<file path="config.mk">
export PLATFORM = sky130hd
export DESIGN_NAME = round_robin_task_picker
export DESIGN_NICKNAME = d
export VERILOG_FILES = /design/src/hdl/rrtp_pkg.sv /design/src/hdl/rrtp_ctrl.sv /design/src/hdl/rrtp_datapath.sv /design/src/hdl/round_robin_task_picker.sv
export VERILOG_INCLUDE_DIRS = /design/src /design/src/hdl
export SDC_FILE = /design/constraint.sdc
export NUM_CORES = 1
export LEC_CHECK = 0
export ABC_AREA = 0
export BUFFER_PORTS_ARGS = -buffer_cell sky130_fd_sc_hd__buf_2
export CORE_MARGIN = 5
export CORE_UTILIZATION = 25
export CTS_BUF_LIST = sky130_fd_sc_hd__clkbuf_4 sky130_fd_sc_hd__clkbuf_8 sky130_fd_sc_hd__clkbuf_16
export CTS_CLUSTER_DIAMETER = 50
export CTS_CLUSTER_SIZE = 40
export DETAILED_ROUTE_END_ITERATION = 10
export GPL_TIMING_DRIVEN = 0
export SETUP_SLACK_MARGIN = 0.3
export SLEW_MARGIN = 20
export SYNTH_ARGS = -nofsm -noshare
export SYNTH_HDL_FRONTEND = slang
export SYNTH_SLANG_ARGS = --single-unit
export TNS_END_PERCENT = 20
</file>
<file path="constraint.sdc">
create_clock -name aclk -period 9.24 [get_ports aclk]
set_clock_uncertainty 0.15 [all_clocks]
set_input_delay 1.848 -clock aclk [delete_from_list [all_inputs] [get_ports aclk]]
set_output_delay 1.848 -clock aclk [all_outputs]
set_load 0.02 [all_outputs]
</file>
<file path="src/hdl/round_robin_task_picker_defines.svh">
// Assertion macros for the round-robin task picker.
// Used by the top level only; relies on aclk and aresetn being in scope.
`ifndef ROUND_ROBIN_TASK_PICKER_DEFINES_SVH
`define ROUND_ROBIN_TASK_PICKER_DEFINES_SVH

// Same-cycle implication, checked outside reset.
`define RRTP_ASSERT_IMP(label, ante, cons, msg) \
    label: assert property (@(posedge aclk) disable iff (!aresetn) (ante) |-> (cons)) \
        else $error(msg);

// Next-cycle implication, checked outside reset.
`define RRTP_ASSERT_NEXT(label, ante, cons, msg) \
    label: assert property (@(posedge aclk) disable iff (!aresetn) (ante) |=> (cons)) \
        else $error(msg);

`endif

</file>
<file path="src/hdl/rrtp_pkg.sv">
// Shared types and constants for the round-robin task picker.
// No dependencies.
`timescale 1ns / 1ps

package rrtp_pkg;

    localparam int MAX_TASKS = 16;
    localparam int IDX_W     = $clog2(MAX_TASKS);
    localparam int NUM_W     = $clog2(MAX_TASKS + 1);

    localparam int OP_W    = 2;
    localparam int TIDX_W  = 4;
    localparam int ST_W    = 2;
    localparam int OIDX_W  = 4;
    localparam int ONUM_W  = 5;
    localparam int CNT_W   = 32;

    typedef enum logic [OP_W-1:0] {
        OP_ADD   = 2'd0,
        OP_YIELD = 2'd1,
        OP_SET   = 2'd2,
        OP_NONE  = 2'd3
    } opcode_t;

    typedef enum logic [ST_W-1:0] {
        TS_READY   = 2'd0,
        TS_RUNNING = 2'd1,
        TS_OTHER   = 2'd2
    } task_state_t;

    typedef enum logic [2:0] {
        S_IDLE,
        S_EXEC,
        S_SCAN,
        S_BUMP_RD,
        S_BUMP_WR,
        S_CNT_RD,
        S_RESP
    } fsm_state_t;

    typedef struct packed {
        logic take;
        logic exec;
        logic scan_step;
        logic bump_rd;
        logic bump_wr;
        logic cnt_rd;
        logic load_out;
    } dp_cmd_t;

    typedef struct packed {
        opcode_t op;
        logic    hit;
        logic    last;
        logic    out_free;
    } dp_status_t;

endpackage

</file>
<file path="src/hdl/rrtp_ctrl.sv">
// Sequencer for the round-robin task picker.
// Depends on rrtp_pkg.
`timescale 1ns / 1ps

module rrtp_ctrl (
    input  logic                aclk,
    input  logic                aresetn,
    input  logic                s_valid,
    output logic                s_ready,
    input  rrtp_pkg::dp_status_t status,
    output rrtp_pkg::dp_cmd_t    cmd
);

    rrtp_pkg::fsm_state_t state_reg;
    rrtp_pkg::fsm_state_t state_next;

    always_ff @(posedge aclk) begin
        if (!aresetn) begin
            state_reg <= rrtp_pkg::S_IDLE;
        end else begin
            state_reg <= state_next;
        end
    end

    always_comb begin
        state_next = state_reg;
        cmd        = '0;
        s_ready    = 1'b0;
        unique case (state_reg)
            rrtp_pkg::S_IDLE: begin
                s_ready = 1'b1;
                if (s_valid) begin
                    cmd.take   = 1'b1;
                    state_next = rrtp_pkg::S_EXEC;
                end
            end
            rrtp_pkg::S_EXEC: begin
                cmd.exec = 1'b1;
                if (status.op == rrtp_pkg::OP_YIELD) begin
                    state_next = rrtp_pkg::S_SCAN;
                end else begin
                    state_next = rrtp_pkg::S_CNT_RD;
                end
            end
            rrtp_pkg::S_SCAN: begin
                cmd.scan_step = 1'b1;
                if (status.hit) begin
                    state_next = rrtp_pkg::S_BUMP_RD;
                end else if (status.last) begin
                    state_next = rrtp_pkg::S_CNT_RD;
                end
            end
            rrtp_pkg::S_BUMP_RD: begin
                cmd.bump_rd = 1'b1;
                state_next  = rrtp_pkg::S_BUMP_WR;
            end
            rrtp_pkg::S_BUMP_WR: begin
                cmd.bump_wr = 1'b1;
                state_next  = rrtp_pkg::S_CNT_RD;
            end
            rrtp_pkg::S_CNT_RD: begin
                cmd.cnt_rd = 1'b1;
                state_next = rrtp_pkg::S_RESP;
            end
            rrtp_pkg::S_RESP: begin
                if (status.out_free) begin
                    cmd.load_out = 1'b1;
                    state_next   = rrtp_pkg::S_IDLE;
                end
            end
            default: begin
                state_next = rrtp_pkg::S_IDLE;
            end
        endcase
    end

endmodule

</file>
<file path="src/hdl/rrtp_datapath.sv">
// Task table, pick counter memory and result register for the task picker.
// Depends on rrtp_pkg; driven by rrtp_ctrl through dp_cmd_t.
`timescale 1ns / 1ps

module rrtp_datapath (
    input  logic                          aclk,
    input  logic                          aresetn,
    input  logic [rrtp_pkg::OP_W-1:0]     s_opcode,
    input  logic [rrtp_pkg::TIDX_W-1:0]   s_task_index,
    input  logic [rrtp_pkg::ST_W-1:0]     s_new_state,
    input  logic                          m_ready,
    output logic                          m_valid,
    output logic                          m_accepted,
    output logic [rrtp_pkg::OIDX_W-1:0]   m_current_index,
    output logic [rrtp_pkg::ONUM_W-1:0]   m_num_tasks,
    output logic [rrtp_pkg::OIDX_W-1:0]   m_new_task_index,
    output logic [rrtp_pkg::CNT_W-1:0]    m_yield_total,
    output logic [rrtp_pkg::CNT_W-1:0]    m_picked_count,
    input  rrtp_pkg::dp_cmd_t             cmd,
    output rrtp_pkg::dp_status_t          status
);

    localparam int IW = rrtp_pkg::IDX_W;
    localparam int NW = rrtp_pkg::NUM_W;
    localparam int CW = rrtp_pkg::CNT_W;

    rrtp_pkg::opcode_t               op_reg;
    logic [rrtp_pkg::TIDX_W-1:0]     tidx_reg;
    logic [rrtp_pkg::ST_W-1:0]       nst_reg;

    rrtp_pkg::task_state_t           tstate_reg [rrtp_pkg::MAX_TASKS];
    logic [rrtp_pkg::MAX_TASKS-1:0]  cnt_vld_reg;
    logic [CW-1:0]                   cnt_mem [rrtp_pkg::MAX_TASKS];
    logic [CW-1:0]                   cnt_q_reg;
    logic                            cnt_qv_reg;

    logic [NW-1:0]                   ntask_reg;
    logic [IW-1:0]                   cur_reg;
    logic [CW-1:0]                   total_reg;
    logic                            ok_reg;
    logic [IW-1:0]                   newidx_reg;
    logic [IW-1:0]                   ptr_reg;
    logic [NW-1:0]                   off_reg;

    logic                            m_valid_reg;
    logic                            m_accepted_reg;
    logic [rrtp_pkg::OIDX_W-1:0]     m_current_index_reg;
    logic [rrtp_pkg::ONUM_W-1:0]     m_num_tasks_reg;
    logic [rrtp_pkg::OIDX_W-1:0]     m_new_task_index_reg;
    logic [CW-1:0]                   m_yield_total_reg;
    logic [CW-1:0]                   m_picked_count_reg;

    logic                            have_cur;
    logic                            table_full;
    logic                            set_in_range;
    logic [IW-1:0]                   ptr_after;
    logic [IW-1:0]                   cur_after;
    logic [IW-1:0]                   add_idx;
    logic [IW-1:0]                   set_idx;
    rrtp_pkg::task_state_t           set_val;
    logic [CW-1:0]                   cnt_rd_val;

    assign have_cur     = (NW'(cur_reg) < ntask_reg);
    assign table_full   = (ntask_reg >= NW'(rrtp_pkg::MAX_TASKS));
    assign set_in_range = (32'(tidx_reg) < 32'(ntask_reg));
    assign add_idx      = ntask_reg[IW-1:0];
    assign set_idx      = IW'(tidx_reg);
    assign set_val      = (nst_reg > rrtp_pkg::TS_OTHER) ? rrtp_pkg::TS_OTHER
                                                         : rrtp_pkg::task_state_t'(nst_reg);
    // Circular successor within the registered entries.
    assign ptr_after = ((NW'(ptr_reg) + NW'(1)) == ntask_reg) ? '0 : ptr_reg + IW'(1);
    assign cur_after = ((NW'(cur_reg) + NW'(1)) == ntask_reg) ? '0 : cur_reg + IW'(1);
    assign cnt_rd_val = cnt_qv_reg ? cnt_q_reg : '0;

    assign status.op       = op_reg;
    assign status.hit      = (tstate_reg[ptr_reg] == rrtp_pkg::TS_READY);
    assign status.last     = (off_reg == ntask_reg);
    assign status.out_free = !m_valid_reg || m_ready;

    // Request capture.
    always_ff @(posedge aclk) begin
        if (cmd.take) begin
            op_reg   <= rrtp_pkg::opcode_t'(s_opcode);
            tidx_reg <= s_task_index;
            nst_reg  <= s_new_state;
        end
    end

    // Task table and scheduler registers.
    always_ff @(posedge aclk) begin
        if (!aresetn) begin
            for (int i = 0; i < rrtp_pkg::MAX_TASKS; i++) begin
                tstate_reg[i] <= (i == 0) ? rrtp_pkg::TS_READY :
                                 (i == 1) ? rrtp_pkg::TS_RUNNING : rrtp_pkg::TS_OTHER;
            end
            cnt_vld_reg <= '0;
            ntask_reg   <= NW'(2);
            cur_reg     <= IW'(1);
            total_reg   <= '0;
            ok_reg      <= 1'b0;
            newidx_reg  <= '0;
            ptr_reg     <= '0;
            off_reg     <= '0;
        end else begin
            if (cmd.take) begin
                ok_reg     <= 1'b0;
                newidx_reg <= '0;
            end
            if (cmd.exec) begin
                unique case (op_reg)
                    rrtp_pkg::OP_ADD: begin
                        if (!table_full) begin
                            tstate_reg[add_idx]  <= rrtp_pkg::TS_READY;
                            cnt_vld_reg[add_idx] <= 1'b0;
                            newidx_reg           <= add_idx;
                            ntask_reg            <= ntask_reg + NW'(1);
                            ok_reg               <= 1'b1;
                        end
                    end
                    rrtp_pkg::OP_YIELD: begin
                        // Demote the running current task before the scan.
                        if (have_cur && tstate_reg[cur_reg] == rrtp_pkg::TS_RUNNING) begin
                            tstate_reg[cur_reg] <= rrtp_pkg::TS_READY;
                        end
                        ptr_reg <= cur_after;
                        off_reg <= NW'(1);
                    end
                    rrtp_pkg::OP_SET: begin
                        if (set_in_range) begin
                            tstate_reg[set_idx] <= set_val;
                            ok_reg              <= 1'b1;
                        end
                    end
                    default: begin
                    end
                endcase
            end
            if (cmd.scan_step) begin
                if (status.hit) begin
                    tstate_reg[ptr_reg] <= rrtp_pkg::TS_RUNNING;
                    cur_reg             <= ptr_reg;
                    ok_reg              <= 1'b1;
                end else if (status.last) begin
                    // Nothing ready: restore the old task.
                    if (have_cur) begin
                        tstate_reg[cur_reg] <= rrtp_pkg::TS_RUNNING;
                    end
                end else begin
                    ptr_reg <= ptr_after;
                    off_reg <= off_reg + NW'(1);
                end
            end
            if (cmd.bump_wr) begin
                cnt_vld_reg[cur_reg] <= 1'b1;
                total_reg            <= total_reg + CW'(1);
            end
        end
    end

    // Pick counter memory: one port, registered read.
    always_ff @(posedge aclk) begin
        if (cmd.bump_wr) begin
            cnt_mem[cur_reg] <= cnt_rd_val + CW'(1);
        end
        if (cmd.bump_rd || cmd.cnt_rd) begin
            cnt_q_reg  <= cnt_mem[cur_reg];
            cnt_qv_reg <= cnt_vld_reg[cur_reg];
        end
    end

    // Result register.
    always_ff @(posedge aclk) begin
        if (!aresetn) begin
            m_valid_reg <= 1'b0;
        end else if (cmd.load_out) begin
            m_valid_reg <= 1'b1;
        end else if (m_ready) begin
            m_valid_reg <= 1'b0;
        end
    end

    always_ff @(posedge aclk) begin
        if (cmd.load_out) begin
            m_accepted_reg       <= ok_reg;
            m_current_index_reg  <= rrtp_pkg::OIDX_W'(cur_reg);
            m_num_tasks_reg      <= rrtp_pkg::ONUM_W'(ntask_reg);
            m_new_task_index_reg <= rrtp_pkg::OIDX_W'(newidx_reg);
            m_yield_total_reg    <= total_reg;
            m_picked_count_reg   <= cnt_rd_val;
        end
    end

    assign m_valid          = m_valid_reg;
    assign m_accepted       = m_accepted_reg;
    assign m_current_index  = m_current_index_reg;
    assign m_num_tasks      = m_num_tasks_reg;
    assign m_new_task_index = m_new_task_index_reg;
    assign m_yield_total    = m_yield_total_reg;
    assign m_picked_count   = m_picked_count_reg;

endmodule

</file>
<file path="src/hdl/round_robin_task_picker.sv">
// Round-robin task picker: top level joining rrtp_ctrl and rrtp_datapath.
// Depends on rrtp_pkg and round_robin_task_picker_defines.svh.
//
// Usage: each request on the s_ channel (opcode, task_index, new_state) yields
// exactly one result on the m_ channel. Add registers a ready task, set-state
// rewrites one registered entry, yield hands the processor to the next ready
// task after the current one, wrapping round the registered entries.
// Requests are handled one at a time. Add, set-state and the unused opcode
// go through the exec, counter-read and response states before m_valid
// rises. After exec, a yield inspects 1 up to the number of registered
// tasks table entries, one per cycle; if it picks a task it reads and writes
// its pick counter, then both kinds of yield do the counter read and respond.
// The result sits in an output register: the next request is taken in the
// cycle after the result is loaded, while it still waits for m_ready. If the
// receiver stalls longer, hold the finished result of the following request
// inside until the output register frees up; s_ready stays low meanwhile.
// Reset (aresetn low at a clock edge) restores the initial table: entry 0
// ready, entry 1 running and current, two tasks registered, all counters zero.
`timescale 1ns / 1ps
`include "round_robin_task_picker_defines.svh"

module round_robin_task_picker (
    input  logic                          aclk,
    input  logic                          aresetn,
    input  logic                          s_valid,
    output logic                          s_ready,
    input  logic [rrtp_pkg::OP_W-1:0]     s_opcode,
    input  logic [rrtp_pkg::TIDX_W-1:0]   s_task_index,
    input  logic [rrtp_pkg::ST_W-1:0]     s_new_state,
    output logic                          m_valid,
    input  logic                          m_ready,
    output logic                          m_accepted,
    output logic [rrtp_pkg::OIDX_W-1:0]   m_current_index,
    output logic [rrtp_pkg::ONUM_W-1:0]   m_num_tasks,
    output logic [rrtp_pkg::OIDX_W-1:0]   m_new_task_index,
    output logic [rrtp_pkg::CNT_W-1:0]    m_yield_total,
    output logic [rrtp_pkg::CNT_W-1:0]    m_picked_count
);

    // Commands flow from the sequencer, status back from the datapath.
    rrtp_pkg::dp_cmd_t    cmd;
    rrtp_pkg::dp_status_t status;

    rrtp_ctrl u_ctrl (
        .aclk    (aclk),
        .aresetn (aresetn),
        .s_valid (s_valid),
        .s_ready (s_ready),
        .status  (status),
        .cmd     (cmd)
    );

    rrtp_datapath u_datapath (
        .aclk             (aclk),
        .aresetn          (aresetn),
        .s_opcode         (s_opcode),
        .s_task_index     (s_task_index),
        .s_new_state      (s_new_state),
        .m_ready          (m_ready),
        .m_valid          (m_valid),
        .m_accepted       (m_accepted),
        .m_current_index  (m_current_index),
        .m_num_tasks      (m_num_tasks),
        .m_new_task_index (m_new_task_index),
        .m_yield_total    (m_yield_total),
        .m_picked_count   (m_picked_count),
        .cmd              (cmd),
        .status           (status)
    );

    // At most one datapath command per cycle.
    `RRTP_ASSERT_IMP(a_cmd_onehot, 1'b1, $onehot0(cmd), "datapath commands overlap")

    // One request in flight: drop ready right after an accept.
    `RRTP_ASSERT_NEXT(a_single_req, s_valid && s_ready, !s_ready, "second request taken early")

    // A counter write-back always follows its read.
    `RRTP_ASSERT_IMP(a_bump_order, cmd.bump_wr, $past(cmd.bump_rd), "counter write without read")

endmodule

</file>
==> flow_summary.ini, run 1 <==
[status]
status = completed

[cts]
post_cts_buffers = 0
clkSlewWorstSetupHoldPaths_ns = 0.08
cts_tree = built
clock_latency_ns = 0.66
cts_buffers = 51
cts_hold_buf = 0
htreeDepth = 2
cts_buffer_depth = 3
cts_sinks = 742
cts_resized = 0
cts-root-buf = clkbuf_16

[global_routing]
grtUsageTotal_pct = 11.8
gr-total-overflow = 0
antenna_found_initial = 3
first_global_vias = 16300
grt_max_degree = 34
grt_pass1_wl_mm = 111

[placed_design]
port_buffers = 91
gp_congestion = 0.851
place_hpwl_mm = 52.6

[layout]
multiInputGateArea_um2 = 8160
largest_reg_flops = 512
regMostFlops = u_datapath.cnt_mem
final_layout_size_suffix_gt1_share_pct = 24.2
postLayoutCoreUtil_pct = 29.9
area_delta_synth_final_pct = 18.4
antenna_cells = 0
seq_area_um2 = 21500
layout.nets = 1892
fillCellCount = 11500

[yosys]
ys_seq_area_share_pct = 72.0
netlist_instances = 1668
ys_seq_elements = 742
synth_ff_type = edfxtp_1
synth.area.top_cells = edfxtp_1, mux4_2, dfxtp_1, and2_1, xnor2_1
synth_top_area_share_pct = 66.7
netlist_area_um2 = 29900
yosysTopAreaCell = edfxtp_1
synth_edf_count = 663
yosys_warnings = 0
async_flop_share_pct = 0
avgSynthCellArea_um2 = 17.9
syn_nets = 1699
ys_types = 72

[worst_setup_path]
crit_fanout = 17
endpoint_kind = flop
worst-path-buf-inv = 5
r2r_setup_slack_ns = 1.03
worstPathCellList = clkbuf_1 -> clkbuf_1 -> clkbuf_1 -> clkbuf_1 -> nand2_1 -> inv_1 -> ha_1 -> nand3_1 -> or2_1 -> nor4_1 -> and2_1 -> nand3_1 -> nor3_1 -> xor2_1
cp_slowest_stage_delay_ns = 0.84
cp-start-kind = flop
crit_arrival_ns = 8.35
r2r-end = u_datapath.cnt_mem[11][28]
cp.required_ns = 9.38
critPathTopFamily = simple AND/OR/NAND/NOR gates
crit_slowest_cell = xor2_1
crit_type = reg -> reg
r2r_start = u_datapath.cnt_qv_reg
reg2regPathDepth = 14
cpMostUsedCell = clkbuf_1

[route]
wl_per_cell_um = 21.9
num_vias = 16400
dr_wl_met2_mm = 35.3
firstDrtPassIters = 6
avgViaCountPerCell = 4.69
drc = 0
drt_iter0_drc = 1693
routed.top_layer = met4
postRouteAntennaNets = 0
wl_met3_mm = 6.68
wl_met1_mm = 32.8
wirelength_mm = 76.6

[hold_path]
min_to = u_datapath.m_accepted
hold_depth = 0
hold_class = reg -> reg
min_from = u_datapath.ok_reg

[floorplan]
rows = 126
coreArea_um2 = 118000
fp.dieArea_um2 = 126000
die_x_um = 356
die_y_um = 356
io_pins = 92
start_util_pct = 25.2

[flow_run]
drv_cap = 0

[timing]
tightest_slew_ns = 1.13
fin_crit_sh_pct = 88.8
finalSetupTns_ns = 0
rsz0062_at_grt = no
relSlewSlack_pct = 24.7
hold_viol = 0
setup_violations = 0
period_needed_ns = 8.21
whs_ns = 0.294
max_freq_mhz = 122
drv_slew = 0

[power]
power.leakage_nw = 11.2
ir_worst_vdd_uv = 131
power_density_nw_per_um2 = 215
-- stage by stage --
step	setup slack, ns	area (um^2)	cells	power, mW
2_1_floorplan	3.42	29900	1668	4.76
3_3_place_gp	0.847	32300	3359	5.09
3_5_place_dp	1.23	33300	3407	5.14
4_1_cts	1.19	35300	3503	7.67
5_1_grt	0.639	35400	3504	7.90
6_report	1.03	35400	3504	7.61
-- cells in the mapped netlist (4+ instances only) --
| library cell | number |
|---|---|
| or2_1 | 5 |
| edfxtp_1 | 663 |
| nand3_1 | 35 |
| nand2b_1 | 25 |
| xor2_1 | 28 |
| buf_1 | 17 |
| a21boi_0 | 7 |
| a211o_1 | 4 |
| nand2_1 | 80 |
| a21oi_1 | 13 |
| or3_1 | 13 |
| ha_1 | 19 |
| nor3_1 | 31 |
| nor2b_1 | 21 |
| xnor2_1 | 43 |
| o21a_1 | 34 |
| and3b_1 | 4 |
| o21ai_0 | 16 |
| inv_1 | 25 |
| nor4b_1 | 5 |
| clkbuf_1 | 59 |
| and3_1 | 14 |
| nor4_1 | 19 |
| nand4_1 | 19 |
| o21ai_1 | 4 |
| and2_1 | 69 |
| nor2_1 | 63 |
| a22oi_1 | 8 |
| mux4_2 | 167 |
| nor3b_1 | 9 |
| a21o_1 | 5 |
| dfxtp_1 | 79 |
-- worst max-delay path by stage --
stage                               start                          to  slack, ns  depth (start not counted)
floorplan                         m_ready       u_datapath.m_accepted       3.42                          2
global placement    u_datapath.cur_reg[1]   u_datapath.cnt_mem[1][14]       0.85                          7
detailed placement  u_datapath.cnt_qv_reg  u_datapath.cnt_mem[10][28]       1.23                         14
CTS                 u_datapath.cnt_qv_reg  u_datapath.cnt_mem[11][28]       1.19                         14
global route        u_datapath.cnt_qv_reg  u_datapath.cnt_mem[11][28]       0.64                         14
finish              u_datapath.cnt_qv_reg  u_datapath.cnt_mem[11][28]       1.03                         14
-- placed cells by master, fill, tap and decap left out, types with 10 or more instances in the layout --
master     count
and3_1        14
nand4_1       19
clkbuf_16     52
xor2_1        27
buf_2         98
clkinv_8      10
nor4_1        19
buf_16        23
and2_1        68
dfxtp_1       79
o21ai_0       16
o21a_1        34
nor2_1        50
nor2b_1       21
mux4_2       167
xnor2_1       34
ha_1          19
nand3_1       35
nor3_1        27
or3_1         13
nand2_1       80
nand2b_1      25
edfxtp_1     663
nor2_4        13
clkbuf_1      54
buf_4         15
inv_1         25
a21oi_1       13
-- cells by family (layout without fill, tap and decap cells) --
logic type	after synthesis	count (layout)	share of synthesized area, %
adder cells (fa/ha/maj)	19	19	0.796
AND/OR/NAND/NOR	428	428	7.77
buffers and inverters	105	341	1.35
flip-flops	742	742	72.0
multiplexers	171	171	12.7
XOR/XNOR	71	71	2.08
AO/OA/AOI/OAI	132	132	3.28
-- layout make-up --
cell class / count / share of cell area (%)
Multi-Input combinational cell: 821 / 23.1
Timing Repair Buffer: 140 / 3.87
Clock inverter: 39 / 1.58
Tap cell: 1600 / 5.66
Sequential cell: 742 / 60.8
Inverter: 26 / 0.276
Clock buffer: 57 / 3.84
Buffer: 79 / 0.913
-- report_power, final --
part / switching, mW / internal [mW]
sequential: 0.0856 / 3.99
clock: 1.36 / 1.18
combinational: 0.655 / 0.347
-- routing by layer --
layer / vias up / GRT usage [%]
met1: 8538 / 16.5
met2: 774 / 18.6
met4: 0 / 2.83
met5: - / 0
met3: 120 / 2.68
li1: 7009 / -
Power figures use the tool's default switching activity.
==> run 2: changes to the inputs <==
--- a/config.mk
+++ b/config.mk
@@ -7,13 +7,14 @@
 export NUM_CORES = 1
 export LEC_CHECK = 0
 export ABC_AREA = 0
-export BUFFER_PORTS_ARGS = -buffer_cell sky130_fd_sc_hd__buf_2
+export CAP_MARGIN = 15
 export CORE_MARGIN = 5
 export CORE_UTILIZATION = 25
 export CTS_BUF_LIST = sky130_fd_sc_hd__clkbuf_4 sky130_fd_sc_hd__clkbuf_8 sky130_fd_sc_hd__clkbuf_16
 export CTS_CLUSTER_DIAMETER = 50
 export CTS_CLUSTER_SIZE = 40
 export DETAILED_ROUTE_END_ITERATION = 10
+export DONT_BUFFER_PORTS = 1
 export GPL_TIMING_DRIVEN = 0
 export SETUP_SLACK_MARGIN = 0.3
 export SLEW_MARGIN = 20
==> run 2 against run 1 <==
Fmax increased by 3.8%. Critical path depth stayed put. Combinational power shrank 6%. Global-route usage is essentially flat. Sequential cell count stayed put. First-iteration DRC count up 8.7%.
==> flow_summary.ini, run 2 (synthesized netlist as in run 1, its figures left out) <==
[status]
status = completed

[route]
drt_iter0_drc = 1841
wirelength_mm = 76.7
postRouteAntennaNets = 0
wl_met3_mm = 5.95
drc = 0
dr_wl_met2_mm = 35.2
num_vias = 16100
avgViaCountPerCell = 4.69
wl_met1_mm = 33.7
routed.top_layer = met4
firstDrtPassIters = 6
wl_per_cell_um = 22.3

[cts]
clkSlewWorstSetupHoldPaths_ns = 0.08
cts_hold_buf = 0
cts_resized = 0
htreeDepth = 2
cts-root-buf = clkbuf_16
post_cts_buffers = 0
cts_sinks = 742
cts_buffers = 61
cts_buffer_depth = 3
clock_latency_ns = 0.66
cts_tree = built

[placed_design]
port_buffers = 0
place_hpwl_mm = 52.3
gp_congestion = 0.867

[worst_setup_path]
cp.required_ns = 9.42
worstPathCellList = clkbuf_1 -> clkbuf_1 -> clkbuf_1 -> clkbuf_1 -> nand2_1 -> inv_1 -> ha_1 -> nand3_1 -> or2_1 -> nor4_1 -> and2_1 -> nand3_1 -> nor3_1 -> xor2_1
crit_fanout = 17
crit_arrival_ns = 8.08
cpMostUsedCell = clkbuf_1
cp-start-kind = flop
worst-path-buf-inv = 5
reg2regPathDepth = 14
cp_slowest_stage_delay_ns = 0.79
crit_type = reg -> reg
critPathTopFamily = buffers and inverters
r2r-end = u_datapath.cnt_mem[11][28]
r2r_setup_slack_ns = 1.33
crit_slowest_cell = xor2_1
r2r_start = u_datapath.cnt_qv_reg
endpoint_kind = flop

[flow_run]
drv_cap = 0

[layout]
final_common_cell = edfxtp_1
area_delta_synth_final_pct = 17.7
largest_reg_flops = 512
final_layout_size_suffix_gt1_share_pct = 21.4
layout_common_cells = edfxtp_1, mux4_2, nand2_1
regMostFlops = u_datapath.cnt_mem
layout.nets = 1814

[hold_path]
min_to = u_datapath.m_accepted
hold_class = reg -> reg
min_from = u_datapath.ok_reg
hold_depth = 0

[timing]
relSlewSlack_pct = 25.9
setup_violations = 0
fin_crit_sh_pct = 85.6
drv_slew = 0
tightest_slew_ns = 1.11
finalSetupTns_ns = 0
max_freq_mhz = 126
whs_ns = 0.293
rsz0062_at_grt = no
period_needed_ns = 7.91
hold_viol = 0

[floorplan]
fp.dieArea_um2 = 126000
io_pins = 92
die_y_um = 356
start_util_pct = 25.2
coreArea_um2 = 118000
die_x_um = 356
rows = 126

[global_routing]
grt_max_degree = 34
gr-total-overflow = 0
antenna_found_initial = 8
first_global_vias = 16000
grtUsageTotal_pct = 11.8
grt_pass1_wl_mm = 111

[power]
ir_worst_vdd_uv = 148
power_density_nw_per_um2 = 223
power.leakage_nw = 11.0
## run 2: changes by cell type in the layout (fill, tap and decap cells not counted), moves of 3 or more
cell,before,now
inv_16,6,2
buf_2,98,8
buf_4,15,20
clkbuf_4,2,6
buf_12,4,12
clkbuf_16,52,65
inv_6,3,6
buf_16,23,15
## run 2: metrics by stage
| step | worst slack, ns | std cells | util, % | total power [mW] | instance area (um^2) |
|---|---|---|---|---|---|
| after floorplan | 3.42 | 1668 | - | 4.76 | 29900 |
| after global placement | 0.943 | 3268 | 26.9 | 5.06 | 31900 |
| after detailed placement | 1.54 | 3320 | 27.7 | 5.12 | 32800 |
| after CTS | 1.55 | 3435 | 29.6 | 7.89 | 35100 |
| after global routing | 1.08 | 3435 | 29.7 | 8.13 | 35100 |
| final | 1.33 | 3437 | 29.7 | 7.84 | 35200 |
## run 2: how the worst max path moves through the flow
stage / from / to / slack, ns / depth (start not counted)
after CTS: u_datapath.cnt_qv_reg / u_datapath.cnt_mem[11][28] / 1.55 / 14
after global routing: u_datapath.cnt_qv_reg / u_datapath.cnt_mem[11][28] / 1.08 / 14
after detailed placement: u_datapath.cnt_qv_reg / u_datapath.cnt_mem[10][28] / 1.54 / 14
after floorplan: m_ready / u_datapath.m_accepted / 3.42 / 2
after global placement: u_datapath.cur_reg[0] / u_datapath.cnt_mem[2][15] / 0.94 / 6
final: u_datapath.cnt_qv_reg / u_datapath.cnt_mem[11][28] / 1.33 / 14
## run 2: per-layer routing
| layer | vias to the layer above | global-route usage, % |
|---|---|---|
| met3 | 128 | 2.27 |
| met2 | 674 | 18.7 |
| met5 | - | 0 |
| met1 | 8438 | 16.9 |
| li1 | 6869 | - |
| met4 | 0 | 2.72 |
## run 2: layout make-up
class	instances	area, um^2
fillers	11500	83200
multi-input cells	821	8160
plain buffers	79	324
inverters	26	97.6
clock buffers	72	1690
repair buffers	52	863
well taps	1600	2000
flip-flops and latches	742	21500
clock inverters	43	524
diodes	2	5.00
## run 2: worst reg2reg max path, stage by stage, from the launching register on
cell and delay [ns]:
edfxtp_1 0.64, clkbuf_1 0.47, clkbuf_1 0.71, clkbuf_1 0.74
clkbuf_1 0.74, nand2_1 0.56, inv_1 0.31, ha_1 0.23
nand3_1 0.14, or2_1 0.36, nor4_1 0.53, and2_1 0.34
nand3_1 0.24, nor3_1 0.64, xor2_1 0.80
## run 2: where the power goes
part           internal, mW  switching, mW  leakage (nW)
Combinational         0.330          0.614          3.24
Clock                  1.40           1.39          1.08
Sequential             3.99          0.122          6.66
Total                  5.72           2.12          11.0
